--- config.mk ---
export PLATFORM = sky130hd
export DESIGN_NAME = utf8_to_utf16_transcoder
export DESIGN_NICKNAME = d
export VERILOG_FILES = /design/src/hdl/u8u16_pkg.sv /design/src/hdl/utf8_to_utf16_transcoder.sv /design/src/hdl/u8u16_front.sv /design/src/hdl/u8u16_back.sv
export SDC_FILE = /design/constraint.sdc
export NUM_CORES = 1
export LEC_CHECK = 0
export BUFFER_PORTS_ARGS = -buffer_cell sky130_fd_sc_hd__buf_4
export CELL_PAD_IN_SITES_DETAIL_PLACEMENT = 0
export CELL_PAD_IN_SITES_GLOBAL_PLACEMENT = 1
export CORE_ASPECT_RATIO = 0.75
export CORE_UTILIZATION = 49
export DETAILED_ROUTE_END_ITERATION = 8
export HOLD_SLACK_MARGIN = 0.03
export PLACE_DENSITY_LB_ADDON = 0.2
export SYNTH_ARGS = -nofsm -noshare
export SYNTH_HDL_FRONTEND = slang
export SYNTH_SLANG_ARGS = --single-unit
--- constraint.sdc ---
create_clock -name clk_i -period 8.5 [get_ports clk_i]
set_input_delay 0.85 -clock clk_i [delete_from_list [all_inputs] [get_ports clk_i]]
set_output_delay 0.85 -clock clk_i [all_outputs]
set_load 0.03 [all_outputs]
--- src/hdl/u8u16_pkg.sv ---
// Shared types, constants and byte classification for the UTF-8 to UTF-16 transcoder.
package u8u16_pkg;

  localparam int unsigned BUF_DEPTH = 6;
  localparam int unsigned CNT_W     = 3;

  typedef logic [CNT_W-1:0] cnt_t;
  typedef logic [2:0]       flen_t;
  typedef logic [0:0]       cfg_idx_t;

  // Configuration register indexes.
  localparam cfg_idx_t CFG_PAIR_ENABLE = 1'b0;
  localparam cfg_idx_t CFG_REPLACEMENT = 1'b1;

  // Configuration reset values.
  localparam logic        PAIR_ENABLE_RST = 1'b1;
  localparam logic [15:0] REPL_UNIT_RST   = 16'h003F;

  // Code point limits and surrogate bases.
  localparam logic [10:0] MIN_TWO_BYTE   = 11'h080;
  localparam logic [15:0] MIN_THREE_BYTE = 16'h0800;
  localparam logic [15:0] HI_SURR_FIRST  = 16'hD800;
  localparam logic [15:0] HI_SURR_LAST   = 16'hDBFF;
  localparam logic [15:0] LO_SURR_FIRST  = 16'hDC00;
  localparam logic [20:0] SUPP_BASE      = 21'h010000;
  localparam logic [20:0] CODE_MAX       = 21'h10FFFF;

  // One byte with its classification tags.
  typedef struct packed {
    logic [7:0] data;
    flen_t      flen;  // form length when used as a lead, 0 for raw bytes
    logic       cont;  // byte is 10xxxxxx
  } tbyte_t;

  // One queue entry between the front and back parts.
  typedef struct packed {
    tbyte_t tb;
    logic   eos;
  } qitem_t;

  typedef struct packed {
    logic        pair_enable;
    logic [15:0] replacement_unit;
  } cfg_t;

  function automatic flen_t form_length(input logic [7:0] b);
    flen_t len;
    unique casez (b)
      8'b0???????: len = 3'd1;
      8'b110?????: len = 3'd2;
      8'b1110????: len = 3'd3;
      8'b11110???: len = 3'd4;
      8'b111110??: len = 3'd5;
      8'b1111110?: len = 3'd6;
      default:     len = 3'd0;
    endcase
    return len;
  endfunction

  function automatic logic is_cont(input logic [7:0] b);
    return b[7:6] == 2'b10;
  endfunction

endpackage

--- src/hdl/utf8_to_utf16_transcoder.sv ---
// Top level of the UTF-8 to UTF-16 transcoder: configuration registers, front and back parts.
// A byte passes the front queue; the first unit it causes is held in the back output register.
// Throughput: one byte per cycle while the output is ready; a byte that causes several units
// (a surrogate pair, or a lead given up and the bytes behind it read again) holds the back
// part for one decode step per unit. A stalled output holds the back while the queue fills.
// Reset: queue and window empty, pair_enable = 1, replacement_unit = 0x003F; no clearing pass.
module utf8_to_utf16_transcoder
  import u8u16_pkg::*;
#(
  parameter int unsigned QUEUE_DEPTH = 2
) (
  input  logic            clk_i,
  input  logic            rst_ni,
  // configuration write port
  input  logic            cfg_we_i,
  input  cfg_idx_t        cfg_idx_i,
  input  logic [15:0]     cfg_wdata_i,
  // byte input
  input  logic            in_valid_i,
  output logic            in_ready_o,
  input  logic [7:0]      data_byte_i,
  input  logic            end_of_stream_i,
  // code unit output
  output logic            out_valid_o,
  input  logic            out_ready_i,
  output logic [15:0]     code_unit_o,
  output logic            last_of_run_o
);

  cfg_t   cfg_q;
  logic   head_valid, head_ready;
  qitem_t head;

  // Registers. Writes must come only while the block is idle (not enforced); applied at once.
  always_ff @(posedge clk_i or negedge rst_ni) begin
    if (!rst_ni) begin
      cfg_q.pair_enable      <= PAIR_ENABLE_RST;
      cfg_q.replacement_unit <= REPL_UNIT_RST;
    end else if (cfg_we_i) begin
      unique case (cfg_idx_i)
        CFG_PAIR_ENABLE: cfg_q.pair_enable      <= cfg_wdata_i[0];
        CFG_REPLACEMENT: cfg_q.replacement_unit <= cfg_wdata_i;
        default: ;
      endcase
    end
  end

  // Front: tag each byte with its form length and continuation flag, then queue it.
  // The queue lets the front keep taking bytes while the back replays or waits on output.
  u8u16_front #(
    .QUEUE_DEPTH (QUEUE_DEPTH)
  ) u_front (
    .clk_i           (clk_i),
    .rst_ni          (rst_ni),
    .in_valid_i      (in_valid_i),
    .in_ready_o      (in_ready_o),
    .data_byte_i     (data_byte_i),
    .end_of_stream_i (end_of_stream_i),
    .head_valid_o    (head_valid),
    .head_ready_i    (head_ready),
    .head_o          (head)
  );

  // Back: hold up to six pending bytes, run one decode step per cycle unless the output stalls,
  // and mark the last unit of each transaction by looking one step ahead. Its output register
  // parts the decode engine from the downstream handshake.
  u8u16_back u_back (
    .clk_i         (clk_i),
    .rst_ni        (rst_ni),
    .cfg_i         (cfg_q),
    .head_valid_i  (head_valid),
    .head_ready_o  (head_ready),
    .head_i        (head),
    .out_valid_o   (out_valid_o),
    .out_ready_i   (out_ready_i),
    .code_unit_o   (code_unit_o),
    .last_of_run_o (last_of_run_o)
  );

endmodule

--- src/hdl/u8u16_front.sv ---
// Front part: classify incoming bytes and queue them for the decode engine.
module u8u16_front
  import u8u16_pkg::*;
#(
  parameter int unsigned QUEUE_DEPTH = 2
) (
  input  logic       clk_i,
  input  logic       rst_ni,
  input  logic       in_valid_i,
  output logic       in_ready_o,
  input  logic [7:0] data_byte_i,
  input  logic       end_of_stream_i,
  output logic       head_valid_o,
  input  logic       head_ready_i,
  output qitem_t     head_o
);

  localparam int unsigned PTR_W  = (QUEUE_DEPTH > 1) ? $clog2(QUEUE_DEPTH) : 1;
  localparam int unsigned FILL_W = $clog2(QUEUE_DEPTH + 1);

  qitem_t             slot_q [QUEUE_DEPTH];
  logic [PTR_W-1:0]   wr_ptr_q, wr_ptr_d, rd_ptr_q, rd_ptr_d;
  logic [FILL_W-1:0]  fill_q, fill_d;
  qitem_t             new_item;
  logic               push, pop;

  always_comb begin
    new_item.tb.data = data_byte_i;
    new_item.tb.flen = form_length(data_byte_i);
    new_item.tb.cont = is_cont(data_byte_i);
    new_item.eos     = end_of_stream_i;
  end

  assign in_ready_o   = fill_q != FILL_W'(QUEUE_DEPTH);
  assign head_valid_o = fill_q != '0;
  assign head_o       = slot_q[rd_ptr_q];

  assign push = in_valid_i && in_ready_o;
  assign pop  = head_valid_o && head_ready_i;

  always_comb begin
    wr_ptr_d = wr_ptr_q;
    rd_ptr_d = rd_ptr_q;
    if (push) begin
      wr_ptr_d = (wr_ptr_q == PTR_W'(QUEUE_DEPTH - 1)) ? '0 : wr_ptr_q + 1'b1;
    end
    if (pop) begin
      rd_ptr_d = (rd_ptr_q == PTR_W'(QUEUE_DEPTH - 1)) ? '0 : rd_ptr_q + 1'b1;
    end
    fill_d = fill_q + FILL_W'(push) - FILL_W'(pop);
  end

  always_ff @(posedge clk_i or negedge rst_ni) begin
    if (!rst_ni) begin
      wr_ptr_q <= '0;
      rd_ptr_q <= '0;
      fill_q   <= '0;
    end else begin
      wr_ptr_q <= wr_ptr_d;
      rd_ptr_q <= rd_ptr_d;
      fill_q   <= fill_d;
    end
  end

  always_ff @(posedge clk_i) begin
    if (push) begin
      slot_q[wr_ptr_q] <= new_item;
    end
  end

endmodule

--- src/hdl/u8u16_back.sv ---
// Back part: pending byte window, one decode step per unstalled cycle, output register.
module u8u16_back
  import u8u16_pkg::*;
(
  input  logic        clk_i,
  input  logic        rst_ni,
  input  cfg_t        cfg_i,
  input  logic        head_valid_i,
  output logic        head_ready_o,
  input  qitem_t      head_i,
  output logic        out_valid_o,
  input  logic        out_ready_i,
  output logic [15:0] code_unit_o,
  output logic        last_of_run_o
);

  tbyte_t      pend_q [BUF_DEPTH];
  tbyte_t      pend_d [BUF_DEPTH];
  tbyte_t      vbuf   [BUF_DEPTH];
  cnt_t        cnt_q, cnt_d, vcnt, avail, drop, navail;
  logic        in_step_q, in_step_d, eos_q, veos, lo_q, lo_d;
  logic [15:0] lo_unit_q;
  logic        out_valid_q, out_valid_d, out_last_q;
  logic [15:0] out_unit_q;

  logic        can_adv, fire, append_slot;
  logic        emit, set_lo, bad, short_seq, more;
  logic [15:0] unit;
  tbyte_t      lead, nlead;
  flen_t       len, nlen;
  logic [10:0] ucs2;
  logic [15:0] ucs3;
  logic [20:0] ucs4, v4;
  logic [15:0] hi_unit, lo_unit;
  logic [3:0]  sh;
  logic        nbad, nshort, nbrk;

  assign can_adv      = !out_valid_q || out_ready_i;
  assign fire         = can_adv && (in_step_q || head_valid_i);
  assign head_ready_o = can_adv && !in_step_q;
  assign append_slot  = !in_step_q && (cnt_q < cnt_t'(BUF_DEPTH));

  // Window seen by this cycle: the pending bytes, plus the queue head at the start of a step.
  always_comb begin
    for (int i = 0; i < BUF_DEPTH; i++) begin
      vbuf[i] = (append_slot && cnt_q == cnt_t'(i)) ? head_i.tb : pend_q[i];
    end
    vcnt = append_slot ? cnt_q + 1'b1 : cnt_q;
    veos = in_step_q ? eos_q : head_i.eos;
  end

  // Decode the sequence at the front of the window.
  always_comb begin
    lead      = vbuf[0];
    len       = lead.flen;
    short_seq = vcnt < cnt_t'(len);
    avail     = short_seq ? vcnt : cnt_t'(len);
    bad       = 1'b0;
    for (int i = 1; i < BUF_DEPTH; i++) begin
      if (cnt_t'(i) < avail && !vbuf[i].cont) begin
        bad = 1'b1;
      end
    end

    ucs2    = {lead.data[4:0], vbuf[1].data[5:0]};
    ucs3    = {lead.data[3:0], vbuf[1].data[5:0], vbuf[2].data[5:0]};
    ucs4    = {lead.data[2:0], vbuf[1].data[5:0], vbuf[2].data[5:0], vbuf[3].data[5:0]};
    v4      = ucs4 - SUPP_BASE;
    hi_unit = HI_SURR_FIRST | {6'b0, v4[19:10]};
    lo_unit = LO_SURR_FIRST | {6'b0, v4[9:0]};

    emit   = 1'b0;
    set_lo = 1'b0;
    unit   = '0;
    drop   = '0;

    priority if (vcnt == '0) begin
      // nothing pending
    end else if (lo_q) begin
      emit = 1'b1;
      unit = lo_unit_q;
      drop = cnt_t'(4);
    end else if (len < 3'd2) begin
      emit = 1'b1;
      unit = {8'h00, lead.data};
      drop = cnt_t'(1);
    end else if (bad || (short_seq && veos)) begin
      emit = 1'b1;
      unit = (len >= 3'd5) ? cfg_i.replacement_unit : {8'h00, lead.data};
      drop = cnt_t'(1);
    end else if (short_seq) begin
      // wait for more bytes
    end else begin
      emit = 1'b1;
      drop = cnt_t'(len);
      unique case (len)
        3'd2: unit = (ucs2 < MIN_TWO_BYTE) ? cfg_i.replacement_unit : {5'b0, ucs2};
        3'd3: begin
          if (ucs3 < MIN_THREE_BYTE || (ucs3 >= HI_SURR_FIRST && ucs3 <= HI_SURR_LAST)) begin
            unit = cfg_i.replacement_unit;
          end else begin
            unit = ucs3;
          end
        end
        3'd4: begin
          if (ucs4 < SUPP_BASE || ucs4 > CODE_MAX || !cfg_i.pair_enable) begin
            unit = cfg_i.replacement_unit;
          end else begin
            // high half now, low half on the next step; hold the bytes until then
            unit   = hi_unit;
            set_lo = 1'b1;
            drop   = '0;
          end
        end
        default: unit = cfg_i.replacement_unit;
      endcase
    end
  end

  // Advance the window and look ahead for whether this step has more units.
  always_comb begin
    for (int i = 0; i < BUF_DEPTH; i++) begin
      sh = 4'(i) + {1'b0, drop};
      pend_d[i] = (sh < 4'(BUF_DEPTH)) ? vbuf[sh[2:0]] : vbuf[i];
    end
    cnt_d  = vcnt - drop;

    nlead  = pend_d[0];
    nlen   = nlead.flen;
    nshort = cnt_d < cnt_t'(nlen);
    navail = nshort ? cnt_d : cnt_t'(nlen);
    nbad   = 1'b0;
    for (int i = 1; i < BUF_DEPTH; i++) begin
      if (cnt_t'(i) < navail && !pend_d[i].cont) begin
        nbad = 1'b1;
      end
    end
    nbrk = (nlen >= 3'd2) && !nbad && nshort && !veos;
    more = set_lo || (cnt_d != '0 && !nbrk);

    in_step_d   = emit && more;
    lo_d        = set_lo;
    out_valid_d = fire && emit;
  end

  always_ff @(posedge clk_i or negedge rst_ni) begin
    if (!rst_ni) begin
      cnt_q       <= '0;
      in_step_q   <= 1'b0;
      eos_q       <= 1'b0;
      lo_q        <= 1'b0;
      out_valid_q <= 1'b0;
    end else begin
      if (fire) begin
        cnt_q     <= cnt_d;
        in_step_q <= in_step_d;
        eos_q     <= veos;
        lo_q      <= lo_d;
      end
      if (can_adv) begin
        out_valid_q <= out_valid_d;
      end
    end
  end

  always_ff @(posedge clk_i) begin
    if (fire) begin
      for (int i = 0; i < BUF_DEPTH; i++) begin
        pend_q[i] <= pend_d[i];
      end
      if (set_lo) begin
        lo_unit_q <= lo_unit;
      end
    end
    if (can_adv && out_valid_d) begin
      out_unit_q <= unit;
      out_last_q <= !more;
    end
  end

  assign out_valid_o   = out_valid_q;
  assign code_unit_o   = out_unit_q;
  assign last_of_run_o = out_last_q;

  a_lo_in_step: assert property (@(posedge clk_i) disable iff (!rst_ni)
    lo_q |-> in_step_q)
    else $error("low surrogate pending outside a step");

  a_step_nonempty: assert property (@(posedge clk_i) disable iff (!rst_ni)
    in_step_q |-> cnt_q != '0)
    else $error("step continues with an empty window");

  a_idle_room: assert property (@(posedge clk_i) disable iff (!rst_ni)
    !in_step_q |-> cnt_q < cnt_t'(BUF_DEPTH))
    else $error("no room for the next byte between steps");

  a_hi_not_last: assert property (@(posedge clk_i) disable iff (!rst_ni)
    (lo_q && out_valid_q) |-> !out_last_q)
    else $error("high surrogate marked as last of run");

endmodule

==> qor.yml <==
outcome: "finished, violations left"
failed_checks: "design-rule violations"
worst_ep_required_time_ns: 8.67
cts.repair.resized: 0
critical_path.endpoint_type: "flip-flop"
number_of_placed_i_o_pins: 50
grt_first_pass_wirelength_mm: 64.94
slew_headroom_pct: 14.57
wl_mm: 43.77
antennaDiodeCount: 0
synthFlopType: "sky130_fd_sc_hd__edfxtp_1"
dp_hpwl_mm: 31.91
min_period_over_period_pct: 81.09
drt_pass1_iterations: 7
ys_ff_latch: 153
detail_route.iter0.violations: 1400
clk_transition_reported_paths_ns: 0.06
worst_slew_pin_slew_ns: 1.268
nNetsFinal: 1426
post_drt_wl_per_cell_um: 25.98
htree_levels: 4
pin_count_of_the_biggest_net_entering_global_routing: 80
synth.net_count: 1411
worstPathMaxFanout: 56
cts_hold_repair.buffers: 0
vias_per_cell: 6.702
post_cts_buffers: 0
finalSetupViolations: 0
sink_count: 153
antenna_left: 0
width_of_the_chip_um: 179.9
dpl.cell_count: 1653
design_area_um2: 12920
clkLatencyLatePin_ns: 0.45
fillerInstances: 2195
synth_enable_flop_cells: 125
antenna_violations_before_repair: 0
globalRouteTotalUtil_pct: 36.14
final.setup.tns_ns: 0
avgSynthCellArea_um2: 8.569
critPathMaxStageDelay_ns: 0.65
setup_repair_after_global_routing_missed_its_margin: "false"
synth_cells: 1357
finalMaxSlewViolations: 0
placedInstanceArea_um2: 12320
ys_types: 100
grt_remaining_overflow: 0
tritoncts.num_buffers: 17
critical_path_start_type: "flip-flop"
row_count: 48
regToRegStartpoint: "u_back.cnt_q[1]"
report.final.hold_viol_count: 0
final_layout_size_suffix_gt1_share_pct: 14.73
detailroute.via_count: 11290
postSynth.asyncResetShare_pct: 18.30
worst-r2r-setup-slack_ns: 1.61
critical_path_class: "reg2reg"
yosys_warnings: 0
tritoncts_clock_tree: "done"
type_of_the_worst_min_delay_path: "in2async"
fp.coreArea_um2: 23120
slowest_stage: "sky130_fd_sc_hd__or3b_2"
first_global_vias: 10160
final.min_clock_period_ns: 6.892
cts.path.max_buffers: 2
syn-cell-area_um2: 11630
initial_utilization_pct: 50.29
sequential_share_of_the_synthesized_area_pct: 38.38
cells_along_the_critical_path: "inv_1 -> ha_1 -> or3b_2 -> nor2_1 -> a21oi_1 -> ha_1 -> a21oi_1 -> a21oi_1 -> a221oi_2 -> o211ai_4 -> inv_4 -> ha_1 -> inv_1 -> nor3_1 -> nor2_1 -> buf_4 -> a21boi_0 -> buf_4 -> o21ai_0"
placement.io_buffers: 49
regToRegEndpoint: "u_back.pend_q[1][6]"
floorplan.die_area_um2: 24360
fmax_mhz: 145.1
fin_worst_skew_ns: 0.01858
route.detailed.drc: 4
gpl.final_weighted_congestion: 1.039
area_growth_syn_to_layout_pct: 11.10
chipHeight_um: 135.4
rr_worst_depth: 19
cp_data_arrival_time_ns: 7.06
final-instance-count-excl-fill: 1685
clock-root-buffer: "sky130_fd_sc_hd__clkbuf_16"
timing.max_cap.violations: 0
-- how the worst max path moves through the flow --
stage / from / to / depth (start not counted)
4_1_cts: u_back.cnt_q[1] / u_back.last_of_run_o / 21
2_1_floorplan: u_back.cnt_q[1] / u_back.pend_q[3][10] / 23
3_5_place_dp: u_back.cnt_q[1] / u_back.last_of_run_o / 21
6_report: u_back.cnt_q[1] / u_back.pend_q[1][6] / 19
5_1_grt: u_back.cnt_q[1] / u_back.last_of_run_o / 21
3_3_place_gp: u_back.cnt_q[1] / u_back.pend_q[1][4] / 19
-- state kept, by name, indices dropped and copies added, names as in the netlist, 2 cells and up --
register and count:
u_front.slot_q 26, u_back.cnt_q 3, u_front.fill_q 2, u_back.pend_q 72
u_back.code_unit_o 16, u_back.lo_unit_q 10, cfg_q 17
-- cell usage after synthesis, drive strengths merged, types with 8 or more instances --
master,count,share of area (%)
dfrtp,21,4.5
mux2,42,4.2
nor3,40,1.7
o21a,8,0.52
buf,22,1.0
clkbuf,71,2.3
nor2,145,4.7
o221ai,8,0.60
nand2,161,5.2
a221oi,13,1.2
a21oi,141,6.2
a211oi,25,1.7
o21ai,163,7.1
nand3,16,0.69
and2,8,0.43
edfxtp,125,32
o22ai,36,1.9
o211ai,27,1.9
inv,39,1.3
ha,22,2.4
mux2i,50,4.4
a21o,12,0.77
nand4,8,0.43
and3,8,0.43
a31oi,11,0.72
-- logic make-up (layout without fill, tap and decap cells) --
kind of cell,Yosys count,in the layout,share of synthesized area (%)
AO/OA/AOI/OAI,522,522,28.99
AND/OR/NAND/NOR,424,424,16.04
flip-flops,153,153,38.38
buffers and inverters,133,161,4.648
multiplexers,93,93,8.726
adder cells (fa/ha/maj),23,23,2.539
XOR/XNOR,9,9,0.6779
-- worst max-delay path: cells and delay by family (launching register included) --
kind / cells / cell delay (ns)
flops: 1 / 0.55
buf+inv: 5 / 1.43
simple gates: 4 / 1.44
compound gates: 7 / 1.96
fa+ha+maj: 3 / 1.17
-- layout by cell type, fill, tap and decap left out, types with 10 or more instances in the layout --
cell type	n
sky130_fd_sc_hd__nand2_1	161
sky130_fd_sc_hd__o21ai_0	157
sky130_fd_sc_hd__nor2_1	145
sky130_fd_sc_hd__a21oi_1	140
sky130_fd_sc_hd__edfxtp_1	125
sky130_fd_sc_hd__buf_4	89
sky130_fd_sc_hd__mux2i_1	48
sky130_fd_sc_hd__nor3_1	40
sky130_fd_sc_hd__mux2_2	36
sky130_fd_sc_hd__o22ai_1	36
sky130_fd_sc_hd__inv_1	35
sky130_fd_sc_hd__o211ai_1	25
sky130_fd_sc_hd__a211oi_1	24
sky130_fd_sc_hd__ha_1	22
sky130_fd_sc_hd__dfrtp_1	21
sky130_fd_sc_hd__clkbuf_16	17
sky130_fd_sc_hd__nand3_1	16
sky130_fd_sc_hd__a21o_1	12
sky130_fd_sc_hd__a221oi_1	11
sky130_fd_sc_hd__a31oi_1	10
-- through the flow --
| step | utilization [%] | worst slack, ns | hold WS, ns |
|---|---|---|---|
| after floorplan | - | 2.197 | 0.4496 |
| after global placement | 53.28 | 1.834 | 0.4677 |
| after detailed placement | 53.28 | 1.840 | 0.4713 |
| after CTS | 55.88 | 1.784 | 0.3319 |
| after global routing | 55.88 | 1.270 | 0.3447 |
| final | 55.88 | 1.608 | 0.3280 |
-- final cells by class --
type / instances / area [um^2] / area share [%]
multi-input cells: 1071 / 6660 / 51.55
flip-flops and latches: 153 / 4463 / 34.54
repair buffers: 89 / 668.1 / 5.171
clock buffers: 18 / 429.2 / 3.322
well taps: 300 / 375.4 / 2.905
clock inverters: 14 / 171.4 / 1.327
inverters: 40 / 152.6 / 1.181
-- routing by layer --
metal / global-route usage (%) / vias to the layer above / routed length, um
met5: 0 / - / 0
met2: 53.18 / 614 / 18730
met1: 50.89 / 5451 / 18940
met3: 10.11 / 73 / 4938
li1: - / 5155 / -
met4: 12.21 / 0 / 1171
Power is not shown: default switching activity piles up to over one toggle a cycle in this logic, so the estimate is an artifact.
